==> src/sv/bpc_pkg.sv <==
// shared types, constants and helper functions for the pressure compensation block
package bpc_pkg;

   localparam int DIV_W = 32;
   localparam int CSR_ADDR_W = 5;

   localparam logic [31:0] T_OFFSET = 32'd4000;
   localparam logic [31:0] B4_BIAS = 32'd32768;
   localparam logic [31:0] B7_SCALE = 32'd50000;
   localparam logic [31:0] P_COEF_SQ = 32'd3038;
   localparam logic [31:0] P_COEF_LIN = 32'hFFFF_E343;
   localparam logic [31:0] P_COEF_OFS = 32'd3791;

   typedef enum logic [1:0] {
      STATUS_OK       = 2'd0,
      STATUS_DIV_ZERO = 2'd1,
      STATUS_SAT      = 2'd2
   } status_type;

   typedef enum logic [2:0] {
      REG_AC1_AC2  = 3'd0,
      REG_AC3_AC4  = 3'd1,
      REG_AC5_AC6  = 3'd2,
      REG_B1_B2    = 3'd3,
      REG_MC_MD    = 3'd4,
      REG_OVERSAMP = 3'd5
   } reg_index_type;

   typedef struct packed {
      logic [31:0] ac1_ac2;
      logic [31:0] ac3_ac4;
      logic [31:0] ac5_ac6;
      logic [31:0] b1_b2;
      logic [31:0] mc_md;
      logic [1:0]  oss;
   } cal_type;

   // sideband riding along the temperature divider
   typedef struct packed {
      logic [31:0] x1;
      logic [18:0] up;
      logic        neg;
      logic        dzero;
   } diva_side_type;

   // sideband riding along the pressure divider
   typedef struct packed {
      logic [11:0] t;
      logic        tsat;
      logic        dzero;
      logic        b4zero;
      logic        shift_after;
   } divb_side_type;

   function automatic logic [31:0] sx16(input logic [15:0] v);
      sx16 = {{16{v[15]}}, v};
   endfunction

   // one restoring division step on {remainder, dividend}
   function automatic logic [63:0] div_step(input logic [63:0] acc, input logic [31:0] d);
      logic [32:0] trial;
      trial = acc[63:31] - {1'b0, d};
      if (!trial[32]) begin
         div_step = {trial[31:0], acc[30:0], 1'b1};
      end else begin
         div_step = {acc[62:0], 1'b0};
      end
   endfunction

endpackage

==> src/sv/bpc_div_pipe.sv <==
// pipelined unsigned 32-bit divider, one quotient bit per stage
module bpc_div_pipe
   import bpc_pkg::*;
#(
   parameter int SIDE_W = 1
) (
   input  logic              clock,
   input  logic              reset,
   input  logic              en,
   input  logic              in_valid,
   input  logic [DIV_W-1:0]  num,
   input  logic [DIV_W-1:0]  den,
   input  logic [SIDE_W-1:0] side_in,
   output logic              out_valid,
   output logic [DIV_W-1:0]  quot,
   output logic [SIDE_W-1:0] side_out
);
   logic [2*DIV_W-1:0] acc_ff  [DIV_W];
   logic [2*DIV_W-1:0] acc_in  [DIV_W];
   logic [DIV_W-1:0]   den_ff  [DIV_W];
   logic [SIDE_W-1:0]  side_ff [DIV_W];
   logic               vld_ff  [DIV_W];

   always_comb begin
      acc_in[0] = div_step({{DIV_W{1'b0}}, num}, den);
      for (int k = 1; k < DIV_W; k++) begin
         acc_in[k] = div_step(acc_ff[k-1], den_ff[k-1]);
      end
   end

   always_ff @(posedge clock) begin
      if (reset) begin
         for (int k = 0; k < DIV_W; k++) vld_ff[k] <= 1'b0;
      end else if (en) begin
         vld_ff[0] <= in_valid;
         for (int k = 1; k < DIV_W; k++) vld_ff[k] <= vld_ff[k-1];
      end
   end

   always_ff @(posedge clock) begin
      if (en) begin
         acc_ff[0] <= acc_in[0];
         den_ff[0] <= den;
         side_ff[0] <= side_in;
         for (int k = 1; k < DIV_W; k++) begin
            acc_ff[k] <= acc_in[k];
            den_ff[k] <= den_ff[k-1];
            side_ff[k] <= side_ff[k-1];
         end
      end
   end

   assign out_valid = vld_ff[DIV_W-1];
   assign quot = acc_ff[DIV_W-1][DIV_W-1:0];
   assign side_out = side_ff[DIV_W-1];
endmodule

==> config.mk <==
export PLATFORM = sky130hd
export DESIGN_NAME = bpc_div_pipe
export DESIGN_NICKNAME = d
export VERILOG_FILES = /design/src/sv/bpc_pkg.sv /design/src/sv/bpc_div_pipe.sv
export SDC_FILE = /design/constraint.sdc
export NUM_CORES = 2
export LEC_CHECK = 0
export BUFFER_PORTS_ARGS = -buffer_cell sky130_fd_sc_hd__buf_2
export CORE_MARGIN = 1
export CORE_UTILIZATION = 25
export DETAILED_ROUTE_END_ITERATION = 10
export GPL_ROUTABILITY_DRIVEN = 0
export SYNTH_ARGS = -nofsm -noshare
export SYNTH_HDL_FRONTEND = slang
export SYNTH_SLANG_ARGS = --single-unit
export TNS_END_PERCENT = 100
==> constraint.sdc <==
create_clock -name clock -period 7 [get_ports clock]
set_input_delay 2.1 -clock clock [delete_from_list [all_inputs] [get_ports clock]]
set_output_delay 2.1 -clock clock [all_outputs]
set_load 0.005 [all_outputs]
==> impl_metrics.py <==
metrics = {
    "run_status": {
        "status": "completed",
    },
    "setup_path": {
        "rr_worst_depth": 13,
        "critical_path.top_delay_family": "compound AO/OA/AOI/OAI gates",
        "crit_buf_inv": 1,
        "r2r_slack_ps": 1950,
        "worst-path-max-fanout": 25,
        "r2r_start": "den_ff[2][0]",
        "crit_path_end_kind": "flip-flop",
        "worstPathRequired_ps": 7670,
        "crit_chain": "ha_1 > fa_1 > nor2b_1 > o31a_1 > o221a_2 > a21oi_1 > o31a_1 > o2111ai_1 > a31oi_1 > o21ai_1 > xor2_4 > buf_4 > mux2_2",
        "cp-start-kind": "flip-flop",
        "cp_common_cell": "o31a_1",
        "cp_slowest_cell": "xor2_4",
        "slowest_delay_ps": 740,
        "critical_path_arrival_ps": 5710,
        "critPathKind": "reg2reg",
        "reg2reg_to": "acc_ff[0][365]",
    },
    "global_routing": {
        "grt_max_degree": 187,
        "antenna_found_initial": 2,
        "track_usage": 0.0963,
        "grt_pass1_wl_um": 498000,
        "grt-ovfl-total": 0,
        "grt_pass1_vias": 93700,
    },
    "worst_hold_path": {
        "hold_end": "acc_ff[1][513]",
        "worst_hold_path_type": "reg2reg",
        "whs_path_depth": 0,
        "min_from": "acc_ff[1][448]",
    },
    "die": {
        "row_count": 290,
        "die_area_um2": 629000,
        "fp.dieW_um": 793,
        "num_io_pins": 103,
        "start_util": 0.251,
        "core_area_um2": 623000,
        "fp.dieH_um": 793,
    },
    "logic_synthesis": {
        "syn-cell-area_um2": 156000,
        "synth_warnings": 0,
        "synth_cells": 12100,
        "yosysSeqAreaShare": 0.590,
        "syn_area_per_cell_um2": 12.9,
        "synth_top_area_frac": 0.590,
        "synth_cell_type_count": 115,
        "ys.flop_type": "edfxtp_1",
        "yosys.cell_count.top_type": "edfxtp_1",
        "synth-async-reset-ratio": 0,
        "yosysTopAreaCell": "edfxtp_1",
        "ys_ff_latch": 3072,
        "synth_commonest_cells": "edfxtp_1, inv_1, ha_1, a21oi_1, mux2_2",
        "yosys-top-cells-area": "edfxtp_1, ha_1, mux2_2",
        "synth_edf_count": 3072,
    },
    "layout": {
        "fill_cells": 63100,
        "syn2layout_area_growth_pct": 14.3,
        "regArea_um2": 92200,
        "num-nets-final": 13500,
        "finalNonFillerCells": 21000,
        "multi_input_area_um2": 58500,
        "layout-drive-gt1-share": 0.123,
        "final_core_util": 0.287,
    },
    "clocking": {
        "clock_sinks": 3072,
        "postCtsSetupBuffers": 0,
        "cts_htree_levels": 5,
        "cts_root_buf": "clkbuf_16",
        "clockBufferDepth": 4,
        "clkLatencyLatePin_ps": 980,
        "cts_resized": 0,
        "cts-buffers-inserted": 351,
        "cts_tree": "built",
        "cts_hold_buf": 0,
        "clk_pin_slew_ps": 60,
    },
    "routing": {
        "wl_per_cell_um": 15.0,
        "first_pass_iters": 7,
        "viasPerCell": 4.40,
        "drt-total-wl_um": 315000,
        "vias": 92300,
        "drc": 0,
        "drt-initial-drc-count": 4988,
        "ant_nets": 0,
    },
    "power": {
        "comb_power_share": 0.435,
        "ir_drop_uv": 244,
        "p_total_w": 0.0849,
        "p_int_w": 0.0555,
        "p_per_area_nw_per_um2": 475,
        "power_leakage_nw": 69.4,
        "p_sw_w": 0.0295,
        "switching_share": 0.347,
        "p_seq_frac": 0.345,
        "clockPowerShare": 0.220,
    },
    "timing": {
        "finalSetupTns_ps": 0,
        "fmax_mhz": 198,
        "setup_viol": 0,
        "hold_viol_final": 0,
        "relSlewSlack": 0.178,
        "fin_skew_ps": 80.3,
        "period_needed_ps": 5050,
        "period_share": 0.721,
        "grt_setup_unrepaired": "false",
        "setup_ws_ps": 1950,
        "slew_viol_final": 0,
        "tightest_slew_ps": 1230,
    },
    "placed_design": {
        "numPortBuffers": 102,
        "hpwl_um": 227000,
        "dp.cells": 20300,
        "place_ws_ps": 1880,
    },
    "run": {
        "maxCapViolCount": 0,
    },
}
==> cells in the final DEF (no fill, tap or decap), types with 163 or more instances in the layout <==
cell type  netlist  final
a21oi_1        832    832
o21a_1         163    163
ha_1           993    993
nor2b_1        163    163
xnor2_1        546    539
a21o_1         464    464
o21ai_0        470    470
nand2_1        536    536
clkbuf_16        0    353
inv_1         1213   1213
edfxtp_1      3072   3072
nor2_1         494    493
mux2_2         729    729
xor2_1         282    276
nand3_1        189    189
==> state kept, by name (all words and copies together) (netlist names) <==
signal	count
den_ff	992
side_ff	32
vld_ff	32
acc_ff	2016
==> area by class of cell <==
class | instances | share of cell area
clock buffers | 418 | 0.0508
multi-input cells | 7540 | 0.327
repair buffers | 185 | 0.00775
inverters | 1217 | 0.0256
diodes | 7 | 0.0000980
well taps | 8322 | 0.0582
flip-flops and latches | 3072 | 0.516
clock inverters | 219 | 0.0144
==> worst max path at each step <==
| stage | start | endpoint | cells past startpoint |
|---|---|---|---|
| 3_3_place_gp | den_ff[12][0] | acc_ff[1][613] | 14 |
| 5_1_grt | den_ff[2][0] | acc_ff[0][365] | 13 |
| 3_5_place_dp | den_ff[12][0] | acc_ff[1][613] | 14 |
| 6_report | den_ff[2][0] | acc_ff[0][365] | 13 |
| 2_1_floorplan | acc_ff[0][863] | acc_ff[0][937] | 16 |
| 4_1_cts | den_ff[12][0] | acc_ff[1][613] | 14 |
==> per-stage QoR <==
stage          hold slack [ps]  area [um2]
2_1_floorplan              400      156000
3_5_place_dp               405      167000
5_1_grt                    377      179000
3_3_place_gp               401      167000
4_1_cts                    352      179000
6_report                   377      179000
==> kinds of logic (layout without fill, tap and decap cells) <==
| kind of cell | count (synthesis) | after routing | share of synthesized area |
|---|---|---|---|
| compound gates | 2743 | 2743 | 0.114 |
| flops | 3072 | 3072 | 0.590 |
| fa+ha+maj | 1023 | 1023 | 0.0833 |
| other cells | 1 | 22 | 0.0000240 |
| buf+inv | 1492 | 2039 | 0.0380 |
| mux | 876 | 876 | 0.0632 |
| xor+xnor | 831 | 831 | 0.0467 |
| simple gates | 2052 | 2052 | 0.0645 |
==> power by group through the flow <==
stage                     logic [W]  clock network [W]  registers, W
after detailed placement     0.0367                  0        0.0297
after floorplan              0.0298                  0        0.0282
after global routing         0.0408             0.0200        0.0297
final                        0.0370             0.0187        0.0293
after CTS                    0.0371             0.0194        0.0294
after global placement       0.0362                  0        0.0297
==> metal layers <==
metal	routed length, um	share of wire	up-vias	global-route usage
li1	-	-	45500	-
met1	121000	0.38	44300	0.101
met2	164000	0.52	1678	0.184
met3	10400	0.033	859	0.0136
met4	19600	0.062	0	0.0535
met5	0	0	-	0
(Power assumes the default switching activity.)
