### config.mk
export PLATFORM = sky130hd
export DESIGN_NAME = bpc_csr
export DESIGN_NICKNAME = d
export VERILOG_FILES = /design/src/sv/bpc_pkg.sv /design/src/sv/bpc_csr.sv
export SDC_FILE = /design/constraint.sdc
export NUM_CORES = 1
export LEC_CHECK = 0
export BUFFER_PORTS_ARGS = -buffer_cell sky130_fd_sc_hd__buf_2
export CAP_MARGIN = 20
export CORE_MARGIN = 4
export CORE_UTILIZATION = 56
export CTS_CLUSTER_SIZE = 24
export DETAILED_ROUTE_END_ITERATION = 6
export PLACE_DENSITY = 0.86
export SLEW_MARGIN = 15
export SYNTH_ARGS = -nofsm -noshare
export SYNTH_HDL_FRONTEND = slang
export SYNTH_SLANG_ARGS = --single-unit
### constraint.sdc
create_clock -name clock -period 2.1 [get_ports clock]
set_input_delay 0.315 -clock clock [delete_from_list [all_inputs] [get_ports clock]]
set_output_delay 0.315 -clock clock [all_outputs]
set_load 0.05 [all_outputs]
### src/sv/bpc_pkg.sv
// shared types, constants and helper functions for the pressure compensation block
package bpc_pkg;

   localparam int DIV_W = 32;
   localparam int CSR_ADDR_W = 5;

   localparam logic [31:0] T_OFFSET = 32'd4000;
   localparam logic [31:0] B4_BIAS = 32'd32768;
   localparam logic [31:0] B7_SCALE = 32'd50000;
   localparam logic [31:0] P_COEF_SQ = 32'd3038;
   localparam logic [31:0] P_COEF_LIN = 32'hFFFF_E343;
   localparam logic [31:0] P_COEF_OFS = 32'd3791;

   typedef enum logic [1:0] {
      STATUS_OK       = 2'd0,
      STATUS_DIV_ZERO = 2'd1,
      STATUS_SAT      = 2'd2
   } status_type;

   typedef enum logic [2:0] {
      REG_AC1_AC2  = 3'd0,
      REG_AC3_AC4  = 3'd1,
      REG_AC5_AC6  = 3'd2,
      REG_B1_B2    = 3'd3,
      REG_MC_MD    = 3'd4,
      REG_OVERSAMP = 3'd5
   } reg_index_type;

   typedef struct packed {
      logic [31:0] ac1_ac2;
      logic [31:0] ac3_ac4;
      logic [31:0] ac5_ac6;
      logic [31:0] b1_b2;
      logic [31:0] mc_md;
      logic [1:0]  oss;
   } cal_type;

   // sideband riding along the temperature divider
   typedef struct packed {
      logic [31:0] x1;
      logic [18:0] up;
      logic        neg;
      logic        dzero;
   } diva_side_type;

   // sideband riding along the pressure divider
   typedef struct packed {
      logic [11:0] t;
      logic        tsat;
      logic        dzero;
      logic        b4zero;
      logic        shift_after;
   } divb_side_type;

   function automatic logic [31:0] sx16(input logic [15:0] v);
      sx16 = {{16{v[15]}}, v};
   endfunction

   // one restoring division step on {remainder, dividend}
   function automatic logic [63:0] div_step(input logic [63:0] acc, input logic [31:0] d);
      logic [32:0] trial;
      trial = acc[63:31] - {1'b0, d};
      if (!trial[32]) begin
         div_step = {trial[31:0], acc[30:0], 1'b1};
      end else begin
         div_step = {acc[62:0], 1'b0};
      end
   endfunction

endpackage

### src/sv/bpc_csr.sv
// calibration and oversampling register file on an apb-style port
module bpc_csr
   import bpc_pkg::*;
(
   input  logic                  clock,
   input  logic                  reset,
   input  logic                  csr_psel,
   input  logic                  csr_penable,
   input  logic                  csr_pwrite,
   input  logic [CSR_ADDR_W-1:0] csr_paddr,
   input  logic [31:0]           csr_pwdata,
   output logic [31:0]           csr_prdata,
   output logic                  csr_pready,
   output cal_type               cal
);
   cal_type       cal_ff;
   reg_index_type idx;
   logic          wr;

   assign idx = reg_index_type'(csr_paddr[CSR_ADDR_W-1:2]);
   assign wr = csr_psel & csr_penable & csr_pwrite;
   assign csr_pready = 1'b1;
   assign cal = cal_ff;

   always_ff @(posedge clock) begin
      if (reset) begin
         cal_ff <= '{default: '0, oss: 2'd3};
      end else if (wr) begin
         unique case (idx)
            REG_AC1_AC2:  cal_ff.ac1_ac2 <= csr_pwdata;
            REG_AC3_AC4:  cal_ff.ac3_ac4 <= csr_pwdata;
            REG_AC5_AC6:  cal_ff.ac5_ac6 <= csr_pwdata;
            REG_B1_B2:    cal_ff.b1_b2 <= csr_pwdata;
            REG_MC_MD:    cal_ff.mc_md <= csr_pwdata;
            REG_OVERSAMP: cal_ff.oss <= csr_pwdata[1:0];
            default: ;
         endcase
      end
   end

   always_comb begin
      unique case (idx)
         REG_AC1_AC2:  csr_prdata = cal_ff.ac1_ac2;
         REG_AC3_AC4:  csr_prdata = cal_ff.ac3_ac4;
         REG_AC5_AC6:  csr_prdata = cal_ff.ac5_ac6;
         REG_B1_B2:    csr_prdata = cal_ff.b1_b2;
         REG_MC_MD:    csr_prdata = cal_ff.mc_md;
         REG_OVERSAMP: csr_prdata = {30'd0, cal_ff.oss};
         default:      csr_prdata = '0;
      endcase
   end
endmodule

==> Flow_metrics.wiki <==
{| class="wikitable"
! Metric !! Value
|-
| Critical path's slowest cell || sky130_fd_sc_hd__mux2_2
|-
| DRC Markers || 0
|-
| Buffers added on ports || 233
|-
| Reg2reg start || cal[25]
|-
| Final Wtd Congestion || 0.833
|-
| Pwr/cell area || 716 nW/um^2
|-
| CP Launch Type || input port
|-
| Die width || 126 microns
|-
| Critical Path End Type || output pin
|-
| Tightest Hold Check Type || in -> reg
|-
| Share of the core filled with cells in the final layout || 73.1%
|-
| Post-route fraction of the period consumed by the critical path || 94.9%
|-
| R2r worst-path depth || 3
|-
| Placeable Area || 13400 sq um
|-
| Maximum buffer depth of the clock tree || 2
|-
| Leak || 4.54 nW
|-
| Transition time at the pin with the least slew margin || 0.630 ns
|-
| First-pass GRT wire length || 39.9 mm
|-
| Later-pin clock latency in the skew report || 0.43 ns
|-
| Most instantiated cells after synthesis || sky130_fd_sc_hd__dfxtp_1 (162), sky130_fd_sc_hd__o21ai_0 (111), sky130_fd_sc_hd__mux2i_1 (99)
|-
| Headroom to the max-slew limit || 58.0%
|-
| Number of buffer and inverter stages on the critical path || 3
|-
| Root buffer cell || sky130_fd_sc_hd__clkbuf_16
|-
| Mapped Area || 7740 sq um
|-
| Number of enable flip-flop cells after synthesis || 0
|-
| Overflow left after global routing || 0
|-
| Max-slew violation total from the final report || 0
|-
| Worst setup slack for register-to-register paths || 1.30 ns
|-
| Reg-to-reg critical path endpoint || cal[25]
|-
| Launching element of the worst setup path || csr_paddr[2]
|-
| CP required || 1.78 ns
|-
| Category of the critical setup timing path || in -> out
|-
| Number of global-route vias before repair || 7693
|-
| Register share of total power || 44.4%
|-
| First-pass detailed-route iteration total || 5
|-
| Number of sinks driven by the clock tree || 162
|-
| Arrival @ worst endpoint || 1.68 ns
|-
| Cells taking the most area after synthesis || sky130_fd_sc_hd__dfxtp_1 (42%), sky130_fd_sc_hd__mux2i_1 (13%), sky130_fd_sc_hd__nand2b_1 (7.8%)
|-
| Die boundary height || 126 microns
|-
| Area share of the largest cell type after synthesis || 41.9%
|-
| Most used standard cell by instance count after synthesis || sky130_fd_sc_hd__dfxtp_1
|-
| Design Area, Final || 9800 sq um
|-
| Library cells used by synthesis || 29
|-
| Total number of vias || 7823
|-
| Post-route setup TNS || 0 ns
|-
| Stages on worst setup path || 6
|-
| Placed instance area || 9200 sq um
|-
| TritonCTS clock tree || built
|-
| Final number of hold-violating endpoints || 0
|-
| Number of rows in the core area || 42
|-
| Count of antenna-violating nets left after detailed routing || 0
|-
| Top delay family on crit path || buffers and inverters
|-
| Flip-flop cell with the highest count after synthesis || sky130_fd_sc_hd__dfxtp_1
|-
| Seq cells post-synth || 162
|-
| CP endpoint || csr_prdata[3]
|-
| Total setup buffers inserted after CTS || 0
|-
| Clock buffers created by TritonCTS || 17
|-
| Fraction of final layout cells sized beyond drive strength 1 || 31.5%
|-
| Unrepaired setup endpoints after global routing || false
|-
| Worst Path Max Fanout || 12
|-
| Share of total power consumed by net switching || 25.3%
|-
| Level count of the clock H-tree || 4
|-
| Pin count of the biggest net entering global routing || 73
|-
| Number of max-capacitance violations reported || 0
|-
| Cell count after synthesis || 863
|-
| Wirelength, routed || 25.5 mm
|-
| Starting Density || 57.8%
|-
| Biggest cell delay along the critical path || 0.35 ns
|-
| Biggest area consumer among synthesized cells || sky130_fd_sc_hd__dfxtp_1
|-
| Proportion of synthesized chip area in sequential cells || 41.9%
|-
| Yosys Warn Count || 0
|-
| Chain of cells forming the critical path || buf_4 -> buf_4 -> mux2_2 -> a22oi_1 -> o22ai_2 -> buf_2
|-
| Total power of the final layout || 7.02 mW
|-
| Clock network fraction of design power || 45.2%
|-
| Per-cell via count in the routed design || 6.21
|-
| Layout fillers || 1042
|-
| Largest register FFs || 162
|-
| Post-synthesis net count || 905
|-
| Number of I/O pins || 237
|-
| Most frequent cell on the critical path || sky130_fd_sc_hd__buf_4
|-
| HPWL after detailed placement || 16.7 mm
|-
| Largest vdd supply drop || 672 uV
|-
| Final count of negative-setup-slack endpoints || 0
|-
| Final critical path time including I/O delays and setup || 1.99 ns
|-
| Die area || 15800 sq um
|-
| Maximum achievable frequency || 502 MHz
|-
| Routed len/inst || 20.2 microns
|-
| Status || completed
|-
| Worst-path clk slew || 0.06 ns
|-
| Clk_skew || 0 ns
|-
| Fraction of registers with async set or reset after synthesis || 0%
|-
| Combinational group share of total power || 10.4%
|-
| Pint || 5.24 mW
|-
| Global-route usage over all layers || 31.3%
|-
| Area added between synthesis and finish || 26.6%
|-
| Final net count || 1112
|-
| Number of violations reported at the end of detailed-routing iteration 0 || 912
|-
| Post-synthesis area per instance || 8.97 sq um
|-
| Antenna diodes || 0
|-
| Sw Pwr || 1.78 mW
|-
| Initial antenna violation count || 0
|}
-- cell type report --
cell class / instances / area [sq um] / share of cell area (%)
Tap cell: 176 / 220 / 2.25
Timing Repair Buffer: 276 / 1620 / 16.5
Clock buffer: 22 / 464 / 4.74
Clock inverter: 10 / 133 / 1.35
Multi-Input combinational cell: 613 / 4120 / 42.1
Sequential cell: 162 / 3240 / 33.1
-- power groups by stage --
stage	logic, mW	registers, mW	clock network (mW)
4_1_cts	0.715	3.11	3.17
5_1_grt	0.760	3.12	3.32
3_3_place_gp	0.704	3.18	0
2_1_floorplan	0.386	3.26	0
3_5_place_dp	0.711	3.18	0
6_report	0.728	3.11	3.17
-- per-layer routing --
layer,routed length (microns),track usage [%]
met1,9650,38.0
met2,12000,51.2
met3,2680,7.93
met5,0,0
met4,1140,16.6
-- layout by cell type (no fill, tap or decap), types with 13 or more instances in the layout --
cell type,instances
sky130_fd_sc_hd__buf_2,231
sky130_fd_sc_hd__o21ai_0,111
sky130_fd_sc_hd__clkbuf_16,17
sky130_fd_sc_hd__buf_4,35
sky130_fd_sc_hd__dfxtp_1,162
sky130_fd_sc_hd__o21a_1,13
sky130_fd_sc_hd__mux2i_1,99
sky130_fd_sc_hd__a21oi_1,64
sky130_fd_sc_hd__mux2_2,16
sky130_fd_sc_hd__nor2b_1,33
sky130_fd_sc_hd__o21ai_1,30
sky130_fd_sc_hd__a22oi_1,31
sky130_fd_sc_hd__o2bb2ai_1,13
sky130_fd_sc_hd__nand3_1,67
sky130_fd_sc_hd__nand2b_1,97
-- worst min-delay path: cells and delay by family --
| kind | cells | cell delay [ns] |
|---|---|---|
| AO/OA/AOI/OAI | 1 | 0.05 |
| buffers and inverters | 1 | 0.11 |
| AND/OR/NAND/NOR | 1 | 0.06 |
-- metrics by stage --
| stage | hold slack, ns | std cells | worst slack, ns |
|---|---|---|---|
| 2_1_floorplan | 0.463 | 863 | -0.102 |
| 3_3_place_gp | 0.471 | 1227 | 0.105 |
| 3_5_place_dp | 0.481 | 1227 | 0.0507 |
| 4_1_cts | 0.141 | 1259 | 0.115 |
| 5_1_grt | 0.161 | 1259 | 0.0283 |
| 6_report | 0.153 | 1259 | 0.107 |
-- how the worst min path moves through the flow --
stage                              from       end  slack, ns  cells after the start
after floorplan           csr_pwdata[2]  cal[100]       0.46                      2
after CTS                 csr_pwdata[6]  cal[104]       0.14                      3
after global placement          cal[66]   cal[66]       0.47                      2
final                     csr_pwdata[6]  cal[104]       0.15                      3
after global routing      csr_pwdata[9]  cal[139]       0.16                      3
after detailed placement        cal[55]   cal[55]       0.48                      2
-- kinds of logic (layout without fill, tap and decap cells) --
family / Yosys count / after routing / share of synthesized area, %
compound gates: 281 / 281 / 20.7
buf+inv: 88 / 308 / 5.96
flops: 162 / 162 / 41.9
mux: 115 / 115 / 15.1
other cells: 1 / 1 / 0.0484
simple gates: 216 / 216 / 16.3
-- timing repair --
action / CTS / global route
endpoints found under the setup margin: 1 / 0
gates resized for setup: 1 / 0
hold buffers: 0 / 0
(Power assumes the default switching activity.)
